### src/hw/rtl/chacha_pkg.sv
// ----------------------------------------------------------------------------
// ChaCha20 shared definitions
// Constants, queue entry type and block-core helpers.
// ----------------------------------------------------------------------------
package chacha_pkg;

    localparam logic [31:0] SIGMA0 = 32'h61707865;
    localparam logic [31:0] SIGMA1 = 32'h3320646e;
    localparam logic [31:0] SIGMA2 = 32'h79622d32;
    localparam logic [31:0] SIGMA3 = 32'h6b206574;
    localparam int unsigned DOUBLE_ROUNDS = 10;

    localparam logic [2:0] REG_KEY0  = 3'd0;
    localparam logic [2:0] REG_KEY1  = 3'd1;
    localparam logic [2:0] REG_KEY2  = 3'd2;
    localparam logic [2:0] REG_KEY3  = 3'd3;
    localparam logic [2:0] REG_NONCE = 3'd4;

    // One classified item: byte, its offset, its block counter and whether it opens a new block
    typedef struct packed {
        logic [7:0] data;
        logic [5:0] offset;
        logic       new_block;
        logic [63:0] counter;
    } item_t;

    typedef logic [31:0] word_t;
    typedef word_t [15:0] state_t;

    function automatic word_t rotl(input word_t v, input int unsigned n);
        rotl = (v << n) | (v >> (32 - n));
    endfunction

    // One quarter round on four words
    function automatic logic [127:0] qr(input word_t a, input word_t b,
                                        input word_t c, input word_t d);
        word_t a1, b1, c1, d1;
        a1 = a + b;   d1 = rotl(d ^ a1, 16);
        c1 = c + d1;  b1 = rotl(b ^ c1, 12);
        a1 = a1 + b1; d1 = rotl(d1 ^ a1, 8);
        c1 = c1 + d1; b1 = rotl(b1 ^ c1, 7);
        qr = {a1, b1, c1, d1};
    endfunction

endpackage

### src/hw/rtl/chacha_queue.sv
// ----------------------------------------------------------------------------
// ChaCha20 item queue
// Short FIFO between front end and back end.
// ----------------------------------------------------------------------------
module chacha_queue import chacha_pkg::*;
(
    input  logic  clk,
    input  logic  rst_n,
    input  logic  push,
    input  item_t push_item,
    output logic  full,
    input  logic  pop,
    output logic  not_empty,
    output item_t head
);
    item_t      mem_reg [4];
    logic [1:0] wp_reg, rp_reg;
    logic [2:0] cnt_reg;

    assign full      = (cnt_reg == 3'd4);
    assign not_empty = (cnt_reg != 3'd0);
    assign head      = mem_reg[rp_reg];

    // Store entries
    always_ff @(posedge clk)
    begin
        if (push)
            mem_reg[wp_reg] <= push_item;
    end

    // Advance pointers and fill count
    always_ff @(posedge clk or negedge rst_n)
    begin
        if (!rst_n)
        begin
            wp_reg  <= '0;
            rp_reg  <= '0;
            cnt_reg <= '0;
        end
        else
        begin
            if (push) wp_reg <= wp_reg + 2'd1;
            if (pop)  rp_reg <= rp_reg + 2'd1;
            cnt_reg <= cnt_reg + {2'd0, push} - {2'd0, pop};
        end
    end

    assert property (@(posedge clk) disable iff (!rst_n) full |-> !push)
        else $error("queue overflow");
    assert property (@(posedge clk) disable iff (!rst_n) !not_empty |-> !pop)
        else $error("queue underflow");
    assert property (@(posedge clk) disable iff (!rst_n) cnt_reg <= 3'd4)
        else $error("fill count out of range");
endmodule

### config.mk
export PLATFORM = sky130hd
export DESIGN_NAME = chacha_queue
export DESIGN_NICKNAME = d
export VERILOG_FILES = /design/src/hw/rtl/chacha_pkg.sv /design/src/hw/rtl/chacha_queue.sv
export SDC_FILE = /design/constraint.sdc
export NUM_CORES = 1
export LEC_CHECK = 0
export BUFFER_PORTS_ARGS = -buffer_cell sky130_fd_sc_hd__buf_2
export CAP_MARGIN = 20
export CORE_ASPECT_RATIO = 1.1
export CORE_MARGIN = 2
export CORE_UTILIZATION = 30
export DETAILED_ROUTE_END_ITERATION = 10
export GPL_TIMING_DRIVEN = 1
export HOLD_SLACK_MARGIN = 0.12
export PLACE_DENSITY = 0.57
export SETUP_SLACK_MARGIN = 0.1
export SYNTH_ARGS = -nofsm -noshare
export SYNTH_HDL_FRONTEND = slang
export SYNTH_SLANG_ARGS = --single-unit
### constraint.sdc
create_clock -name clk -period 3.87 [get_ports clk]
set_input_delay 0.387 -clock clk [delete_from_list [all_inputs] [get_ports clk]]
set_output_delay 0.387 -clock clk [all_outputs]
set_load 0.01 [all_outputs]
==> results.json <==
{
  "status": "finished, final reports clean",
  "power_density_nw_per_um2": 726.5,
  "cts_tree": "yes",
  "synth_warnings": 0,
  "num_rows": 76,
  "drt_iter0_markers": 287,
  "period_needed_ns": 2.687,
  "power_frac_clock_pct": 28.6,
  "dpl.cell_count": 1106,
  "finalPower_mw": 11.00,
  "routed_wl_mm": 23.00,
  "start_kind": "flip-flop",
  "place_congestion": 0.6488,
  "ys_ff_latch": 323,
  "drt_pass1_iterations": 6,
  "fin_util_pct": 38.74,
  "postCtsSetupBuffers": 0,
  "synth_ff_type": "edfxtp_1",
  "drv_slew": 0,
  "ant_nets": 0,
  "numCtsBuffers": 35,
  "relSlewSlack_pct": 54.47,
  "cts.clk_slew.worst_paths_ns": 0.05,
  "power_switching_mw": 3.108,
  "arrival_ns": 2.30,
  "finalSetupTns_ns": 0,
  "fmax_ghz": 0.3721,
  "insertion_delay_ns": 0.52,
  "port_buffers": 163,
  "crit_fanout": 32,
  "clock_skew_ns": 0.01263,
  "swShare_pct": 28.26,
  "layout.filler_cells": 3496,
  "grt_max_degree": 50,
  "die_h_um": 212.6,
  "seq_area_frac_synth_pct": 81.42,
  "n_antenna_cell": 0,
  "synth_top_area_cell": "edfxtp_1",
  "cts_resized": 0,
  "p_leak_nw": 5.174,
  "power_frac_seq_pct": 43.6,
  "syn2layout_area_growth_pct": 27.55,
  "power.internal_mw": 7.891,
  "drv_cap": 0,
  "fp.dieW_um": 193.7,
  "core-area_um2": 39080,
  "crit_path_end_kind": "primary output",
  "ios": 164,
  "final_hold_viol_count": 0,
  "antenna_found_initial": 1,
  "numClockSinks": 323,
  "yosys-top-cells-count": "316 x edfxtp_1, 79 x mux4_2, 8 x buf_12, 8 x buf_2, 7 x dfrtp_1",
  "grt_usage_pct": 11.40,
  "rsz0062_at_grt": "no",
  "synth_cell_types": 17,
  "holdBufCountCts": 81,
  "syn-instance-count": 447,
  "nets": 807,
  "drc": 0,
  "fin_crit_sh_pct": 69.44,
  "yosys-top-cells-area": "edfxtp_1 80%, mux4_2 15%, dfrtp_1 1.5%, buf_12 1.3%, ha_1 0.63%",
  "die-area_um2": 41180,
  "post_layout_nonfiller_instances": 1245,
  "gr-total-overflow": 0,
  "viasPerCell": 4.404,
  "grt_pass1_vias": 6200,
  "synth.most_common_cell": "edfxtp_1",
  "start_util_pct": 30.37,
  "min_path_type": "in -> reg",
  "setup_viol": 0,
  "syn_area_um2": 11870,
  "async_flop_share_pct": 2.167,
  "largest_register_ffs": 316,
  "h-tree-depth": 2,
  "ir_worst_vdd_mv": 0.4461,
  "clockBufferDepth": 3,
  "path_class": "reg -> out",
  "synth.top_cell.area_share_pct": 79.94,
  "cts_root_buf": "clkbuf_16",
  "wl_per_cell_um": 18.48,
  "cp.required_ns": 3.48,
  "dp.final_hpwl_mm": 12.99,
  "grt_pass1_wl_mm": 35.65,
  "synth_edf_count": 316,
  "dr_total_vias": 5483,
  "drive_above_1_share_pct": 40.92,
  "avgSynthCellArea_um2": 26.56,
  "syn_nets": 537,
  "p_comb_share_pct": 27.8,
  "tightest_slew_ns": 0.6829
}
-- power by group through the flow --
| stage | clock network, mW | logic [mW] | registers, mW |
|---|---|---|---|
| global route | 3.39 | 3.35 | 4.87 |
| floorplan | 0 | 2.16 | 4.78 |
| global placement | 0 | 3.10 | 4.87 |
| CTS | 3.27 | 3.18 | 4.82 |
| finish | 3.15 | 3.05 | 4.80 |
| detailed placement | 0 | 3.11 | 4.89 |
-- layout by cell type, fill, tap and decap left out, types with 3 or more instances in the layout --
cell / Yosys / layout
edfxtp_1: 316 / 316
buf_2: 8 / 163
dlygate4sd3_1: 0 / 81
mux4_2: 79 / 79
clkbuf_16: 0 / 37
inv_1: 6 / 6
ha_1: 6 / 6
clkinv_1: 0 / 6
buf_12: 8 / 6
clkbuf_1: 1 / 5
dfrtp_1: 7 / 5
and2_4: 0 / 4
clkinv_2: 0 / 4
xnor2_1: 3 / 3
-- final timing paths --
| check | endpoint | cells past startpoint | slack [ns] | from |
|---|---|---|---|---|
| max in group asynchronous | rp_reg[0] | 2 | 3.43 | rst_n |
| worst max-delay path | head[59] | 3 | 1.18 | rp_reg[0] |
| worst max register to register | mem_reg[0][33] | 4 | 1.94 | wp_reg[0] |
| worst min register to register | wp_reg[0] | 1 | 0.53 | wp_reg[0] |
| worst min-delay path | wp_reg[0] | 2 | 0.19 | push |
| min in group asynchronous | cnt_reg[0] | 2 | 0.25 | rst_n |
-- through the flow --
| stage | hold slack [ns] | setup slack, ns | instance area [um^2] |
|---|---|---|---|
| 6_report | 0.1895 | 1.183 | 15140 |
| 5_1_grt | 0.1790 | 0.9831 | 15140 |
| 4_1_cts | 0.1323 | 1.051 | 15140 |
| 3_5_place_dp | 0.2421 | 1.649 | 13250 |
| 3_3_place_gp | 0.2457 | 1.638 | 13250 |
| 2_1_floorplan | 0.09141 | 0.9625 | 11870 |
-- kinds of logic after synthesis --
kind of cell	synth area share [%]
DFF	81.42
muxes	14.99
buffers and inverters	2.003
and+or+nand+nor	0.3795
adders and majority gates	0.8011
xor gates and xnor gates	0.3690
AOI/OAI and AO/OA	0.04212
-- cell type report --
cell class / count / area [um^2] / area share (%)
sequential: 323 / 9672 / 63.88
multi-input combinational: 100 / 1978 / 13.07
timing repair buffer: 251 / 1754 / 11.59
clock buffer: 42 / 944.7 / 6.239
tap: 507 / 634.4 / 4.190
clock inverter: 16 / 135.1 / 0.8925
inverter: 6 / 22.52 / 0.1487
-- per-layer routing --
| metal | GRT usage [%] | wire length [um] | vias to the layer above |
|---|---|---|---|
| li1 | - | - | 2452 |
| met1 | 14.15 | 9765 | 2851 |
| met2 | 18.79 | 11290 | 141 |
| met3 | 3.855 | 1414 | 37 |
| met4 | 3.790 | 520 | 2 |
| met5 | 0 | 11 | - |
-- critical path, cell delays in order, from the launching register on --
cell     delay, ns
dfrtp_4       0.42
buf_4         0.54
mux4_2        0.62
buf_2         0.16
Power figures use the tool's default switching activity.
