File: config.mk
export PLATFORM = sky130hd
export DESIGN_NAME = chacha_front
export DESIGN_NICKNAME = d
export VERILOG_FILES = /design/src/hw/rtl/chacha_pkg.sv /design/src/hw/rtl/chacha_front.sv
export SDC_FILE = /design/constraint.sdc
export NUM_CORES = 1
export LEC_CHECK = 0
export ABC_CLOCK_PERIOD_IN_PS = 6500
export BUFFER_PORTS_ARGS = -buffer_cell sky130_fd_sc_hd__buf_2
export CAP_MARGIN = 20
export CORE_MARGIN = 2
export CORE_UTILIZATION = 42
export CTS_BUF_LIST = sky130_fd_sc_hd__clkbuf_8
export CTS_CLUSTER_DIAMETER = 100
export CTS_CLUSTER_SIZE = 10
export DETAILED_ROUTE_END_ITERATION = 8
export REMOVE_ABC_BUFFERS = 1
export SKIP_LAST_GASP = 1
export SYNTH_ARGS = -nofsm -noshare
export SYNTH_HDL_FRONTEND = slang
export SYNTH_SLANG_ARGS = --single-unit
File: constraint.sdc
create_clock -name clk -period 6.5 [get_ports clk]
set_input_delay 1.95 -clock clk [delete_from_list [all_inputs] [get_ports clk]]
set_output_delay 1.95 -clock clk [all_outputs]
set_load 0.05 [all_outputs]
File: src/hw/rtl/chacha_pkg.sv
// ----------------------------------------------------------------------------
// ChaCha20 shared definitions
// Constants, queue entry type and block-core helpers.
// ----------------------------------------------------------------------------
package chacha_pkg;

    localparam logic [31:0] SIGMA0 = 32'h61707865;
    localparam logic [31:0] SIGMA1 = 32'h3320646e;
    localparam logic [31:0] SIGMA2 = 32'h79622d32;
    localparam logic [31:0] SIGMA3 = 32'h6b206574;
    localparam int unsigned DOUBLE_ROUNDS = 10;

    localparam logic [2:0] REG_KEY0  = 3'd0;
    localparam logic [2:0] REG_KEY1  = 3'd1;
    localparam logic [2:0] REG_KEY2  = 3'd2;
    localparam logic [2:0] REG_KEY3  = 3'd3;
    localparam logic [2:0] REG_NONCE = 3'd4;

    // One classified item: byte, its offset, its block counter and whether it opens a new block
    typedef struct packed {
        logic [7:0] data;
        logic [5:0] offset;
        logic       new_block;
        logic [63:0] counter;
    } item_t;

    typedef logic [31:0] word_t;
    typedef word_t [15:0] state_t;

    function automatic word_t rotl(input word_t v, input int unsigned n);
        rotl = (v << n) | (v >> (32 - n));
    endfunction

    // One quarter round on four words
    function automatic logic [127:0] qr(input word_t a, input word_t b,
                                        input word_t c, input word_t d);
        word_t a1, b1, c1, d1;
        a1 = a + b;   d1 = rotl(d ^ a1, 16);
        c1 = c + d1;  b1 = rotl(b ^ c1, 12);
        a1 = a1 + b1; d1 = rotl(d1 ^ a1, 8);
        c1 = c1 + d1; b1 = rotl(b1 ^ c1, 7);
        qr = {a1, b1, c1, d1};
    endfunction

endpackage

File: src/hw/rtl/chacha_front.sv
// ----------------------------------------------------------------------------
// ChaCha20 front end
// Accepts items, tracks offset and counter, pushes classified items.
// ----------------------------------------------------------------------------
module chacha_front import chacha_pkg::*;
(
    input  logic       clk,
    input  logic       rst_n,
    input  logic       in_valid,
    output logic       in_ready,
    input  logic [7:0] data_byte,
    input  logic       restart,
    output logic       push,
    output item_t      push_item,
    input  logic       q_full
);
    logic [5:0]  offset_reg;
    logic [63:0] counter_reg;
    logic [5:0]  off_eff;
    logic [63:0] cnt_eff;

    assign in_ready = !q_full;
    assign push     = in_valid && in_ready;
    assign off_eff  = restart ? 6'd0 : offset_reg;
    assign cnt_eff  = restart ? 64'd0 : counter_reg;

    // Classify the item
    always_comb
    begin
        push_item.data      = data_byte;
        push_item.offset    = off_eff;
        push_item.new_block = (off_eff == 6'd0);
        push_item.counter   = cnt_eff;
    end

    // Advance offset and counter per item
    always_ff @(posedge clk or negedge rst_n)
    begin
        if (!rst_n)
        begin
            offset_reg  <= '0;
            counter_reg <= '0;
        end
        else if (push)
        begin
            offset_reg  <= off_eff + 6'd1;
            counter_reg <= (off_eff == 6'd0) ? cnt_eff + 64'd1 : cnt_eff;
        end
    end
endmodule

==> summary.md <==
* **status** finished, final reports clean
* **Slew headroom** 30.4%
* **top-level port count** 94
* **timing endpoint of the critical path** push_item[64]
* **dominant register cell in the synthesized netlist** dfrtp_1
* **final period utilization** 80.4%
* **Worst Skew** 0.00942 ns
* **top cell types by occurrence after synthesis** 86 x nand2_1, 70 x dfrtp_1, 64 x nor2b_1, 39 x xor2_1, 36 x nand3_1
* **ant diodes** 0
* **Worst Setup End Kind** primary output
* **Pre-antenna DRT Iters** 4
* **Starting Density** 43.1%
* **clock insertion delay at the later pin of the skew report** 0.36 ns
* **minimum setup slack after placement** 1.28 ns
* **total of max-cap violations** 0
* **Final Hold Violating Endpoints** 0
* **highest fanout seen on the critical path** 36
* **share of cells above drive strength 1** 18.1%
* **cell count after synthesis** 512
* **post-synthesis cell area** 4450 sq um
* **async set-or-reset flop fraction in the synthesized netlist** 100%
* **Remaining DRCs** 0
* **number of cells on the worst reg-to-reg path** 5
* **cts-stage hold buffer count** 0
* **master cell of the clock root buffer** clkbuf_8
* **slew at the pin closest to its max-slew limit** 1.04 ns
* **power per standard cell area** 176 nW/um^2
* **CTS H-tree lvls** 3
* **VDD IR max** 0.148 mV
* **WL/cell** 16.1 microns
* **setup repair after global routing missed its margin** false
* **height of the chip** 107 microns
* **sum of negative setup slack** 0 ns
* **P_leak** 2.23 nW
* **number of buffers created by CTS** 9
* **post-placement cell count** 700
* **pin count of the biggest net entering global routing** 45
* **clock tree buffer depth** 2
* **drt via density** 5.43
* **Post-synth EDFFs** 0
* **vias post-DR** 3,891
* **clock tree from TritonCTS** built
* **total global routing track utilization** 21.1%
* **Critical Path Source** restart
* **number of antenna violations at the first check in global routing** 0
* **Worst EP arrival** 3.28 ns
* **floorplan die area** 11,400 sq um
* **Placement Rows** 37
* **number of inserted filler cells in the final layout** 1,011
* **violation count after the first detailed-route iteration** 201
* **number of buffers inserted to repair setup after CTS** 0
* **final critical delay including setup and external delays** 5.23 ns
* **count of instances resized after the clock tree is built** 0
* **number of nets in the layout** 592
* **number of buffers inserted by port buffering** 77
* **fraction of post-synthesis cell area in the top cell type by area** 39.3%
* **crit start category** primary input
* **cells taking the most area after synthesis** dfrtp_1 39%, nor2b_1 9.0%, xor2_1 7.7%
* **Distinct cells, synth** 50
* **start of the worst register-to-register path** offset_reg[4]$_DFFE_PN0P_
* **number of storage elements in the synthesis netlist** 70
* **Largest register FFs** 64
* **remaining global-route overflow** 0
* **sequential fraction of the synthesis area** 39.3%
* **relative area change from synthesis to final layout** 14.2%
* **data required time of the worst path** 4.55 ns
* **most common cell in the synthesized netlist** nand2_1
* **total detailed-routing wirelength** 11,600 microns
* **routability congestion estimate from global placement** 0.846
* **Clk pin slew, worst setup/hold paths** 0.07 ns
* **global-route wire length before repair** 18,900 microns
* **final number of max-transition violations** 0
* **count of final setup violators** 0
* **worst slack on hold paths** 0.529 ns
* **post-route antenna net violation count** 0
* **vias in the first global route** 3,718
* **FMAX** 191 MHz
* **HPWL Detailed** 8180 microns
* **width of the chip** 107 microns
* **dominant cell type by area after synthesis** dfrtp_1
* **Crit Path Category** in -> out
* **Overall Power** 0.895 mW
* **capturing point of the worst reg2reg path** counter_reg[61]$_DFFE_PN0P_
* **final cell count without fillers** 716
* **synth warn** 0
* **syn avg cell area** 8.70 sq um
* **HP Class** reg -> reg
* **final worst slack** 1.27 ns
* **Sinks on Clock Net** 70
* **core area** 10,300 sq um
* **register-to-register setup slack** 3.84 ns
critical path: stages:
cell and delay, ns:
buf_4 0.30, nand2b_1 0.19, ha_1 0.28, nor2b_1 0.24, buf_2 0.30
per-stage QoR:
stage | util, % | cell area, sq um
after floorplan | - | 4310
after global placement | 47.4 | 4890
after detailed placement | 47.5 | 4910
after CTS | 49.2 | 5080
after global routing | 49.3 | 5090
final | 49.3 | 5090
cell usage in the layout (no fill, tap or decap), types with 2 or more instances in the layout:
master / n
nand2_1: 85
buf_2: 76
dfrtp_1: 70
nor2b_1: 64
xor2_1: 39
nand3_1: 36
nand4_1: 26
nor2_1: 25
xnor2_1: 20
nor3_1: 14
inv_1: 13
clkbuf_8: 11
and3_1: 10
nand4b_1: 9
nor4_1: 8
o21ai_0: 7
and4b_1: 5
nand3b_1: 4
and2_1: 4
and4_1: 4
buf_4: 4
nand2b_1: 3
and3b_1: 3
o21ai_1: 3
ha_1: 3
nor4_2: 2
or4_1: 2
nor4_4: 2
a41oi_1: 2
o31a_1: 2
a31oi_1: 2
a21oi_1: 2
per-layer routing:
layer	share of wire (%)	GRT usage, %	wire [microns]
met5	0	0	0
met4	1.5	8.16	173
met3	4.8	4.07	552
met2	46	32.5	5330
met1	48	29.4	5500
cell families (layout without fill, tap and decap cells):
family / count (synthesis) / count (layout) / share of synthesized area [%]
flops: 70 / 70 / 39.3
fa+ha+maj: 3 / 3 / 0.843
simple gates: 318 / 318 / 40.6
xor+xnor: 59 / 59 / 11.6
compound gates: 22 / 22 / 3.20
buf+inv: 39 / 107 / 4.19
mux: 1 / 1 / 0.225
final cells by class:
cell class,instances,area [sq um],share of cell area [%]
multi-input combinational,403,2520,49.5
tap,136,170,3.34
clock buffer,11,151,2.98
timing repair buffer,82,442,8.68
inverter,10,37.5,0.738
clock inverter,4,16.3,0.320
sequential,70,1750,34.4
where the power goes:
part	switching [mW]	internal, mW
sequential	0.0123	0.447
combinational	0.0867	0.0329
clock	0.164	0.153
worst min path at each step:
| stage | from | cells after the start | end | slack [ns] |
|---|---|---|---|---|
| floorplan | offset_reg[1]$_DFFE_PN0P_ | 2 | offset_reg[1]$_DFFE_PN0P_ | 0.47 |
| CTS | counter_reg[1]$_DFFE_PN0P_ | 1 | counter_reg[1]$_DFFE_PN0P_ | 0.53 |
| global route | counter_reg[1]$_DFFE_PN0P_ | 1 | counter_reg[1]$_DFFE_PN0P_ | 0.55 |
| global placement | offset_reg[1]$_DFFE_PN0P_ | 2 | offset_reg[1]$_DFFE_PN0P_ | 0.50 |
| detailed placement | offset_reg[1]$_DFFE_PN0P_ | 2 | offset_reg[1]$_DFFE_PN0P_ | 0.52 |
| finish | offset_reg[1]$_DFFE_PN0P_ | 2 | offset_reg[1]$_DFFE_PN0P_ | 0.53 |
Note: power is estimated with default switching activity, not from simulation.
